$ cat src/sv/bfp_pkg.sv
// ----------------------------------------------------------------------------
// bfp_pkg: shared types and constants for the bit field packer
// Word formats for the element and packed byte channels and a small helper.
// ----------------------------------------------------------------------------
package bfp_pkg;

  localparam int unsigned BYTE_BITS  = 8;
  localparam int unsigned FIFO_DEPTH = 4;
  localparam int unsigned PTR_W      = 2;
  localparam int unsigned CNT_W      = 3;

  localparam logic [3:0] WIDTH_RESET = 4'd8;

  typedef struct packed {
    logic [7:0] element;
    logic       is_last;
  } item_word_t;

  typedef struct packed {
    logic [7:0] packed_byte;
    logic       byte_last;
  } pack_word_t;

  // Mask of the low n bits, n from 0 to 8.
  function automatic logic [7:0] low_mask(input logic [3:0] n);
    logic [8:0] m;
    m = (9'h001 << n) - 9'h001;
    return m[7:0];
  endfunction

endpackage

$ cat src/sv/bit_field_packer_top.sv
// ----------------------------------------------------------------------------
// bit_field_packer_top: variable-width MSB-first bit packer
// Each byte an element completes is written into the output queue and is
// offered once the bytes ahead of it are taken; a flushed second byte follows it.
// Throughput: one element per cycle while at least two queue slots are free; an
// element that closes a byte and flushes a partial one yields two bytes.
// Reset (synchronous, rst high) empties the output queue, clears the pending
// bits and sets field_width back to 8.
// ----------------------------------------------------------------------------
module bit_field_packer_top
  import bfp_pkg::*;
(
  input  logic       clk,
  input  logic       rst,
  input  logic       field_width_we,
  input  logic [3:0] field_width_wdata,
  input  logic       item_valid,
  output logic       item_ready,
  input  item_word_t item,
  output logic       pack_valid,
  input  logic       pack_ready,
  output pack_word_t pack
);

  // Configuration register. Values outside 1..8 are clamped on use.
  logic [3:0] field_width;

  // Packer state: bits not yet emitted, right-aligned, and how many are valid.
  logic [6:0] pending_bits;
  logic [2:0] pending_count;

  // Output queue. Each accepted word pushes up to two bytes, so a word is
  // only taken while at least two slots are free.
  pack_word_t       queue [FIFO_DEPTH];
  logic [PTR_W-1:0] wr_ptr;
  logic [PTR_W-1:0] rd_ptr;
  logic [CNT_W-1:0] count;
  logic [CNT_W-1:0] count_next;

  logic       item_acc;
  logic       pack_acc;
  logic [3:0] eff_width;
  logic [7:0] val;
  logic [7:0] pend_mask;
  logic [6:0] pend_masked;
  logic [14:0] acc;
  logic [3:0] total;
  logic       full;
  logic [2:0] rem;
  logic [14:0] shifted;
  logic [7:0] full_byte;
  logic [7:0] rem_mask;
  logic [6:0] rem_bits;
  logic [15:0] flush_wide;
  logic [7:0] flush_byte;
  logic [1:0] n_push;
  pack_word_t res0;
  pack_word_t res1;

  assign item_acc   = item_valid & item_ready;
  assign pack_acc   = pack_valid & pack_ready;
  assign item_ready = (count <= CNT_W'(FIFO_DEPTH - 2));
  assign pack_valid = (count != '0);
  assign pack       = queue[rd_ptr];

  // Datapath: append the new field to the pending bits, cut off a full byte
  // if there is one, and on the last element flush the remainder padded with
  // zeros on the right.
  always_comb begin
    if (field_width == 4'd0) begin
      eff_width = 4'd1;
    end else if (field_width > 4'd8) begin
      eff_width = 4'd8;
    end else begin
      eff_width = field_width;
    end

    val         = item.element & low_mask(eff_width);
    pend_mask   = low_mask({1'b0, pending_count});
    pend_masked = pending_bits & pend_mask[6:0];
    acc         = ({8'b0, pend_masked} << eff_width) | {7'b0, val};
    total       = {1'b0, pending_count} + eff_width;

    // Total is at most 15, so bit 3 tells a full byte and the low bits are
    // the count left over either way.
    full      = total[3];
    rem       = total[2:0];
    shifted   = acc >> rem;
    full_byte = shifted[7:0];
    rem_mask  = low_mask({1'b0, rem});
    rem_bits  = acc[6:0] & rem_mask[6:0];

    flush_wide = {9'b0, rem_bits} << (4'd8 - {1'b0, rem});
    flush_byte = flush_wide[7:0];

    res1.packed_byte = flush_byte;
    res1.byte_last   = 1'b1;

    if (full) begin
      res0.packed_byte = full_byte;
      res0.byte_last   = item.is_last & (rem == 3'd0);
      n_push = (item.is_last && rem != 3'd0) ? 2'd2 : 2'd1;
    end else begin
      res0   = res1;
      n_push = item.is_last ? 2'd1 : 2'd0;
    end
  end

  always_comb begin
    count_next = count;
    if (item_acc) begin
      count_next = count_next + CNT_W'(n_push);
    end
    if (pack_acc) begin
      count_next = count_next - CNT_W'(1);
    end
  end

  always_ff @(posedge clk) begin
    if (rst) begin
      field_width   <= WIDTH_RESET;
      pending_bits  <= '0;
      pending_count <= '0;
      wr_ptr        <= '0;
      rd_ptr        <= '0;
      count         <= '0;
    end else begin
      if (field_width_we) begin
        field_width <= field_width_wdata;
      end
      if (item_acc) begin
        if (item.is_last) begin
          pending_bits  <= '0;
          pending_count <= '0;
        end else begin
          pending_bits  <= rem_bits;
          pending_count <= rem;
        end
        wr_ptr <= wr_ptr + PTR_W'(n_push);
      end
      if (pack_acc) begin
        rd_ptr <= rd_ptr + PTR_W'(1);
      end
      count <= count_next;
    end
  end

  // Queue storage holds payload only; occupancy lives in the count.
  always_ff @(posedge clk) begin
    if (item_acc && n_push != 2'd0) begin
      queue[wr_ptr] <= res0;
    end
    if (item_acc && n_push == 2'd2) begin
      queue[wr_ptr + PTR_W'(1)] <= res1;
    end
  end

endmodule

$ cat config.mk
export PLATFORM = sky130hd
export DESIGN_NAME = bit_field_packer_top
export DESIGN_NICKNAME = d
export VERILOG_FILES = /design/src/sv/bfp_pkg.sv /design/src/sv/bit_field_packer_top.sv
export SDC_FILE = /design/constraint.sdc
export NUM_CORES = 1
export LEC_CHECK = 0
export BUFFER_PORTS_ARGS = -buffer_cell sky130_fd_sc_hd__buf_2
export CELL_PAD_IN_SITES_DETAIL_PLACEMENT = 1
export CELL_PAD_IN_SITES_GLOBAL_PLACEMENT = 2
export CORE_ASPECT_RATIO = 1.2
export CORE_MARGIN = 2
export CORE_UTILIZATION = 35
export CTS_BUF_LIST = sky130_fd_sc_hd__clkbuf_4
export DETAILED_ROUTE_END_ITERATION = 8
export GPL_TIMING_DRIVEN = 0
export PLACE_DENSITY_LB_ADDON = 0.1
export SLEW_MARGIN = 20
export SYNTH_ARGS = -nofsm -noshare
export SYNTH_HDL_FRONTEND = slang
export SYNTH_SLANG_ARGS = --single-unit
$ cat constraint.sdc
create_clock -name clk -period 4.2 [get_ports clk]
set_input_delay 0.63 -clock clk [delete_from_list [all_inputs] [get_ports clk]]
set_output_delay 0.63 -clock clk [all_outputs]
set_load 0.05 [all_outputs]
### Word-level counts from Yosys, hierarchy flattened

Memory sizes are Yosys's and may differ from the RTL's. A register that Yosys moved wholly into a read port is not among the register bits.
Index checks and enable logic that the tools add are counted.

* flip-flop bits (word level): 21
* memory bits (writable): 36
* bits of input ports: 18
* output and inout port bits: 11
* memories: 1

* add/sub/neg operators: 10
* magnitude comparators: 2
* equality and inequality tests: 1
* shift operators: 6
* muxes and demuxes: 16
* bitwise logic cells: 7
* reduce and logical (&&, ||, !) cells: 8

Memory list
* queue: depth 4, width 9, rd ports 1, clocked after Yosys merged registers in 1, write ports 2, RTL line bit_field_packer_top.sv:34 `pack_word_t queue [FIFO_DEPTH];`

Operators by type and width (number)
* $or 15x8->15: 1
* $shl 7x4->15: 1
* $shr 15x3->8: 1
* $and 7x7->7: 2
* $shl 1x3->7 const A: 2
* $sub 7x1->7 const B: 2
* $mux 3: 3
* $mux 9: 1
* $and 8x8->8: 1
* $mux 2: 4
* $mux 4: 2
* $shl 1x4->8 const A: 1
* $shl 7x4->8: 1
* $sub 8x1->8 const B: 1
* $mux 7: 1
* $reduce_bool 3->1: 2
* $mux 1: 5
* $add 2x1->2 const B: 2
* $add 3x4->4: 1
* $gt 4x4->1 const B: 1
* $logic_not 4->1: 1
* $sub 4x3->4 const A: 1
* $add 3x2->3: 1
* $and 1x1->1: 3
* other kinds (7): 9

### Logic depth before layout (Yosys ltp)

Gate-level depths: netlist of run 1.

* depth after elaboration: 12
* depth in mapped cells: 24
* depth with buffers taken out: 21

### Worst setup path before layout of run 1

No wires, ideal clock.

* path kind: flip-flop to flip-flop
* start point: register field_width[1]
* end point: register count[1]
* setup time: 0.065 ns
* arrival: 4.516 ns
* slack: -0.381 ns
* cell stages (with the launch flop): 24
* path buffers: 3
* period minus slack after synthesis: 4.581 ns
* cell sequence: dfxtp_1 buf_2 o21bai_1 nand2_2 inv_2 ha_1 inv_1 fa_1 xnor2_1 inv_2 clkbuf_1 buf_1 ha_1 inv_1 nand3_1 o21a_1 ha_1 inv_1 fa_1 nor2_1 a21oi_1 ha_1 mux2_2 nor2_1

* longest elaborated chain between the ends: 12
* elaborated cells between the ends (all ways): 13

Ends and longest elaborated chain
* start: declaration: RTL line bit_field_packer_top.sv:26 `logic [3:0] field_width;`
* start signal: assignment: RTL line bit_field_packer_top.sv:129 `field_width <= field_width_wdata;`
* $gt 4x4->1: RTL line bit_field_packer_top.sv:72 `end else if (field_width > 4'd8) begin`
* $mux 4: RTL line bit_field_packer_top.sv:72
* $mux 4 (*): RTL line bit_field_packer_top.sv:70 `if (field_width == 4'd0) begin`
* $add 3x4->4 (*): RTL line bit_field_packer_top.sv:82 `total = {1'b0, pending_count} + eff_width;`
* $reduce_bool 3->1: RTL line bit_field_packer_top.sv:102 `n_push = (item.is_last && rem != 3'd0) ? 2'd2 : 2'd1;`
* $logic_and 1x1->1: RTL line bit_field_packer_top.sv:102
* $mux 2: RTL line bit_field_packer_top.sv:102
* $mux 2 (*): RTL line bit_field_packer_top.sv:99 `if (full) begin`
* $add 3x2->3 (*): RTL line bit_field_packer_top.sv:112 `count_next = count_next + CNT_W'(n_push);`
* $mux 3 (*): RTL line bit_field_packer_top.sv:111 `if (item_acc) begin`
* $sub 3x1->3: RTL line bit_field_packer_top.sv:115 `count_next = count_next - CNT_W'(1);`
* $mux 3 (*): RTL line bit_field_packer_top.sv:114 `if (pack_acc) begin`
* end signal: assignment: RTL line bit_field_packer_top.sv:144 `count <= count_next;`
* end: declaration: RTL line bit_field_packer_top.sv:37 `logic [CNT_W-1:0] count;`

Every way passes the cells marked *; elsewhere a longest branch is shown, timed or not.
A chain may end at the register's enable or synchronous reset.

==> impl_metrics.ini, run 1 <==
[routing]
drtIter0Drc = 287
drcViolationCount = 0
ant_nets = 0
post_drt_via_cell_ratio = 6.168
routed_wl_um = 19450
routedWlPerCell_um = 23.72
vias = 5058
first_pass_iters = 8

[synth]
yosys_most_used_dff = edfxtp_1
synth_top_area_share_pct = 20.03
synth_top_cell_by_area = edfxtp_1
syn_avg_cell_area_um2 = 8.490
synthCells = 565
synthArstFlopShare_pct = 0
yosysWarnings = 0
ys_seq_area_share_pct = 31.30
ys_ff_latch = 59
synth.area.top_cells = edfxtp_1 20%, dfxtp_1 11%, nor2_1 5.2%
synth_edf_count = 32
yosysMostFrequentCell = nor2_1
synth.distinct_cells = 75
synth_fp_nets = 597
synthTopCellsByCount = 66 x nor2_1, 42 x nand2_1, 32 x edfxtp_1
syn_area_um2 = 4797

[timing]
worstMarginPinSlew_ps = 890.6
finClkSkew_ps = 29.29
fmax_ghz = 0.2449
fin_setup_tns_ps = 0
slew_viol_final = 0
fin_crit_sh_pct = 97.21
finalHoldViolations = 0
setup_viol = 0
period_needed_ps = 4083
slew_headroom_pct = 40.10
setup_ws_ps = 117.2

[placement]
dp_hpwl_um = 14480
io_buffers = 26
dp_cells = 759
dpl_worst_slack_ps = -1443
gp_congestion = 0.9170

[worst_hold_path]
min_path_type = input port to flip-flop

[die]
die_y_um = 132.2
core_um2 = 13300
die-area_um2 = 14660
rows = 46
start_util_pct = 36.08
boundaryPins = 29
die_x_um = 110.9

[clock_tree]
clk_latency_ps = 440
cts_max_path_buffers = 2
root_buffer = clkbuf_4
cts_hold_buf = 0
cts_buffers = 9
cts_max_level = 3
cts_tree = built
clock-sinks = 59
clk_pin_slew_ps = 130

[global_routing]
antenna_found_initial = 1
grt_max_degree = 13
grt_pass1_wl_um = 29040
groute.usage.overall_pct = 25.64
grt_pass1_vias = 5123
grt_overflow_total = 0

[layout]
drive_gt1_share_pct = 28.11
area_growth_pct = 28.09
final_cells = 820
nets = 678
final_core_util_pct = 46.22
fillers = 1584

[critical_path]
worstPathMaxFanout = 10
end_kind = flip-flop
max_stage_delay_ps = 430
crit_buf_inv = 9
cp_cell_sequence = buf_8, o21bai_4, nand2_2, inv_4, ha_4, inv_1, fa_2, xnor2_4, inv_2, clkbuf_8, buf_8, ha_4, inv_6, ha_4, clkinvlp_4, a2111oi_4, a2111oi_4, buf_4, a211o_1, o21bai_1, o21ai_1
cpMaxStageDelayCell = a2111oi_4
arrival_ps = 4350
cp.required_ps = 4460
rr_endpoint = queue[0][4]
rr_worst_depth = 21
cp_common_cell = ha_4
startpoint_type = flip-flop
critical_path_depth = 21
critPathTopFamily = compound AO/OA/AOI/OAI gates
criticalPathCategory = flip-flop to flip-flop
reg2reg_slack_ps = 120
crit_path_start = field_width[1]
endpoint = queue[0][4]
regToRegStartpoint = field_width[1]

[run_status]
outcome = finished, final reports clean

[job]
drv_cap = 0

[power]
ir_drop_v = 0.0003012
cellPowerDensity_nw_per_um2 = 405.8
leakage_nw = 2.168
[worst reg2reg max path: cells and delay by family, from the launching register on]
family,cells,cell delay (ps)
AOI/OAI and AO/OA,6,1180
buffers and inverters,9,1090
adders and majority gates,4,910
DFF,1,350
xor gates and xnor gates,1,270
and+or+nand+nor,1,90
[where the power goes]
| part | switching (W) | internal (W) |
|---|---|---|
| clock network | 0.000252 | 0.000245 |
| logic | 0.000805 | 0.000431 |
| registers | 0.0000435 | 0.000717 |
| total | 0.00110 | 0.00139 |
[cell type report]
| type | count | area (um^2) | share of cell area, % |
|---|---|---|---|
| Antenna cell | 1 | 2.502 | 0.04072 |
| Buffer | 40 | 240.2 | 3.910 |
| Clock buffer | 9 | 67.56 | 1.100 |
| Clock inverter | 7 | 100.1 | 1.629 |
| Inverter | 19 | 90.09 | 1.466 |
| Multi-Input combinational cell | 447 | 3470 | 56.47 |
| Sequential cell | 59 | 1504 | 24.48 |
| Tap cell | 168 | 210.2 | 3.421 |
| Timing Repair Buffer | 70 | 460.4 | 7.493 |
[cells by family after synthesis]
family | after synthesis | share of synthesized area [%]
DFF | 59 | 31.30
muxes | 23 | 8.007
and+or+nand+nor | 201 | 20.11
other | 1 | 0.07817
AOI/OAI and AO/OA | 194 | 29.06
buffers and inverters | 59 | 4.930
xor gates and xnor gates | 14 | 2.556
adders and majority gates | 14 | 3.964
[registers in the layout, indices dropped and copies added, names as in the netlist, named ones only]
name,flops
rd_ptr,2
queue,36
count,3
pending_count,3
field_width,4
pending_bits,7
wr_ptr,2
[through the flow]
stage	power, W	area, um^2	hold WS [ps]
3_3_place_gp	0.001827	5165	452.0
6_report	0.002493	6145	397.2
5_1_grt	0.002612	6145	404.9
4_1_cts	0.002429	5818	379.0
2_1_floorplan	0.001577	4825	435.8
3_5_place_dp	0.001848	5165	469.8
[cell usage in the layout (no fill, tap or decap), types with 6 or more instances in the layout]
cell,count
nor2_1,64
buf_4,45
nand2_1,41
edfxtp_1,32
buf_2,28
a21oi_1,25
dfxtp_1,25
o22ai_1,24
clkbuf_1,20
o21ai_0,20
nor3_1,18
nand3_1,15
o211ai_1,11
mux4_2,11
inv_1,10
clkbuf_4,10
or3_1,8
mux2i_1,8
xnor2_1,8
o32ai_2,8
ha_1,8
nor2b_1,7
and2_1,7
o31ai_1,7
a31oi_1,7
a21o_1,6
buf_1,6
a32oi_1,6
o221ai_1,6
[metal layers]
metal	routed length (um)	up-vias	global-route usage (%)
li1	-	2359	-
met1	7345	2440	28.44
met2	10040	190	46.15
met3	936	69	3.862
met4	1129	0	15.28
met5	0	-	0
[timing repair]
action	4_1_cts	5_1_grt
buffers inserted	31	14
resized for setup	53	47
pin swaps	19	21
endpoints found under the setup margin	71	23
[worst min-delay path by stage]
stage / from / end / slack [ps] / cells past startpoint
finish: field_width_wdata[3] / field_width[3] / 400 / 3
global route: rst / wr_ptr[1] / 400 / 2
CTS: field_width_wdata[3] / field_width[3] / 380 / 3
detailed placement: pending_bits[2] / pending_bits[2] / 470 / 2
global placement: pending_bits[2] / pending_bits[2] / 450 / 2
floorplan: pending_bits[2] / pending_bits[2] / 440 / 2
(Power assumes the default switching activity.)
==> run 2, diff against run 1 <==
Settings changed: REMOVE_ABC_BUFFERS from default to 1.
==> run 2 against run 1 <==
Critical path depth fell by 3. Largest power group unchanged. Clock-buffer cell count rose by 2. Clock skew is 6.5 ps lower. First-iteration DRC count down 14%. Die area is the same. Maximum frequency up 2.1%. Highest routed layer unchanged. Sequential power grew 5.7%. Critical endpoint is now queue[3][7]. Sequential share of layout area is 2.9 points higher. Routed wire length is 10% lower.
==> impl_metrics.ini, run 2 (synthesized netlist as in run 1, its figures left out) <==
[timing]
finalHoldViolations = 0
fmax_ghz = 0.2500
rsz0062_at_grt = false
setup_viol = 0
holdWs_ps = 433.3
finClkSkew_ps = 22.82
slew_headroom_pct = 38.16
fin_crit_sh_pct = 95.25
fin_setup_tns_ps = 0
period_needed_ps = 4001
worstMarginPinSlew_ps = 927.5
slew_viol_final = 0

[critical_path]
startpoint_type = flip-flop
crit_path_start = field_width[1]
worstPathMaxFanout = 23
cpMaxStageDelayCell = fa_2
critPathTopFamily = compound AO/OA/AOI/OAI gates
criticalPathCategory = flip-flop to flip-flop
cp.required_ps = 4420
max_stage_delay_ps = 430
reg2reg_slack_ps = 200
end_kind = flip-flop
cp_cell_sequence = o21bai_4, nand2_4, inv_4, ha_4, inv_1, fa_2, xnor2_4, buf_8, inv_8, ha_4, nor2b_2, a2bb2oi_1, or3_1, o31ai_4, o21ai_0, a32oi_2, a21oi_2, o32ai_1
crit_buf_inv = 4
cp_common_cell = ha_4
regToRegStartpoint = field_width[1]
arrival_ps = 4220

[clock_tree]
clock-sinks = 59
clk_pin_slew_ps = 120
cts_max_path_buffers = 2
root_buffer = clkbuf_4
cts_tree = built
clk_latency_ps = 400
cts_buffers = 9
cts_max_level = 3

[layout]
reg_top3 = queue (36), pending_bits (7), field_width (4)
final_cell_area_um2 = 5548
area_growth_pct = 15.65
drive_gt1_share_pct = 21.40
nets = 611
final_cell_mix = 65 x nor2_1, 42 x nand2_1, 32 x edfxtp_1
fillers = 1563
top_register = queue
largest_register_ffs = 36
final_common_cell = nor2_1

[global_routing]
grt_max_degree = 43
grt_overflow_total = 0
grt_pass1_vias = 4826
groute.usage.overall_pct = 23.58
antenna_found_initial = 1
grt_pass1_wl_um = 27410

[routing]
routed_wl_um = 17440
first_pass_iters = 5
routedWlPerCell_um = 23.16
vias = 4724
drtIter0Drc = 246
post_drt_via_cell_ratio = 6.274
drcViolationCount = 0
ant_nets = 0

[die]
die_y_um = 132.2
die_x_um = 110.9
start_util_pct = 36.08
boundaryPins = 29
core_um2 = 13300
die-area_um2 = 14660
rows = 46

[placement]
placed_area_um2 = 5025
gp_congestion = 0.8953
io_buffers = 28
dp_hpwl_um = 12880

[power]
p_sw_w = 0.001020
ir_drop_v = 0.0002294
p_seq_share_pct = 34.3
clkPwrFrac_pct = 20.6
p_int_w = 0.001328
sw_frac_of_total_pct = 43.44
cellPowerDensity_nw_per_um2 = 423.1
comb_power_share_pct = 45.1
leakage_nw = 1.906

[run_status]
outcome = finished, final reports clean

[worst_hold_path]
min_path_type = input port to flip-flop
hp-start = field_width_wdata[3]

[job]
drv_cap = 0
run 2: cell types whose count changed in the layout (fill, tap and decap cells not counted), sizes merged:
cell      change
clkbuf       -21
buf          -44
clkinv        -1
clkinvlp      -1
run 2: final timing paths:
check                    to  cells past startpoint
max             queue[3][7]                     18
min          field_width[3]                      3
max reg2reg     queue[3][7]                     18
min reg2reg     queue[0][0]                      2
run 2: worst register-to-register path, stage by stage, from the launching register on:
cell	delay [ps]
dfxtp_4	410
o21bai_4	180
nand2_4	80
inv_4	110
ha_4	140
inv_1	50
fa_2	430
xnor2_4	200
buf_8	160
inv_8	90
ha_4	210
nor2b_2	190
a2bb2oi_1	140
or3_1	370
o31ai_4	230
o21ai_0	130
a32oi_2	240
a21oi_2	140
o32ai_1	300
run 2: routing by layer:
layer	part of all wire, %	GRT usage (%)
met4	4.3	13.13
met2	52	42.26
met3	3.6	3.264
met1	40	26.87
met5	0	0
run 2: repair_timing:
action,CTS,global route
gates resized for setup,36,22
setup buffers,9,4
hold buffers,0,0
pin swaps,5,0
endpoints found under the setup margin,80,15
run 2: power groups by stage:
stage | Combinational [W] | Clock [W] | Sequential, W
after global routing | 0.00114 | 0.000521 | 0.000822
after detailed placement | 0.000991 | 0 | 0.000826
final | 0.00106 | 0.000483 | 0.000804
after floorplan | 0.000759 | 0 | 0.000790
after global placement | 0.000965 | 0 | 0.000816
after CTS | 0.00103 | 0.000495 | 0.000811
run 2: final cells by class:
class,instances,area (um^2),area share [%]
clock inverter,5,77.57,1.398
inverter,19,86.33,1.556
multi-input combinational,447,3293,59.36
timing repair buffer,43,277.8,5.007
sequential,59,1518,27.36
clock buffer,11,82.58,1.488
antenna,1,2.502,0.04511
tap,168,210.2,3.789
run 2: metrics by stage:
step	power (W)	setup WS (ps)	utilization [%]	std cells
after global routing	0.002487	15.59	41.73	753
after global placement	0.001781	-3035	37.47	721
after detailed placement	0.001816	-1985	37.79	723
after CTS	0.002333	26.19	40.57	748
final	0.002347	199.4	41.73	753
after floorplan	0.001549	-1026	-	525
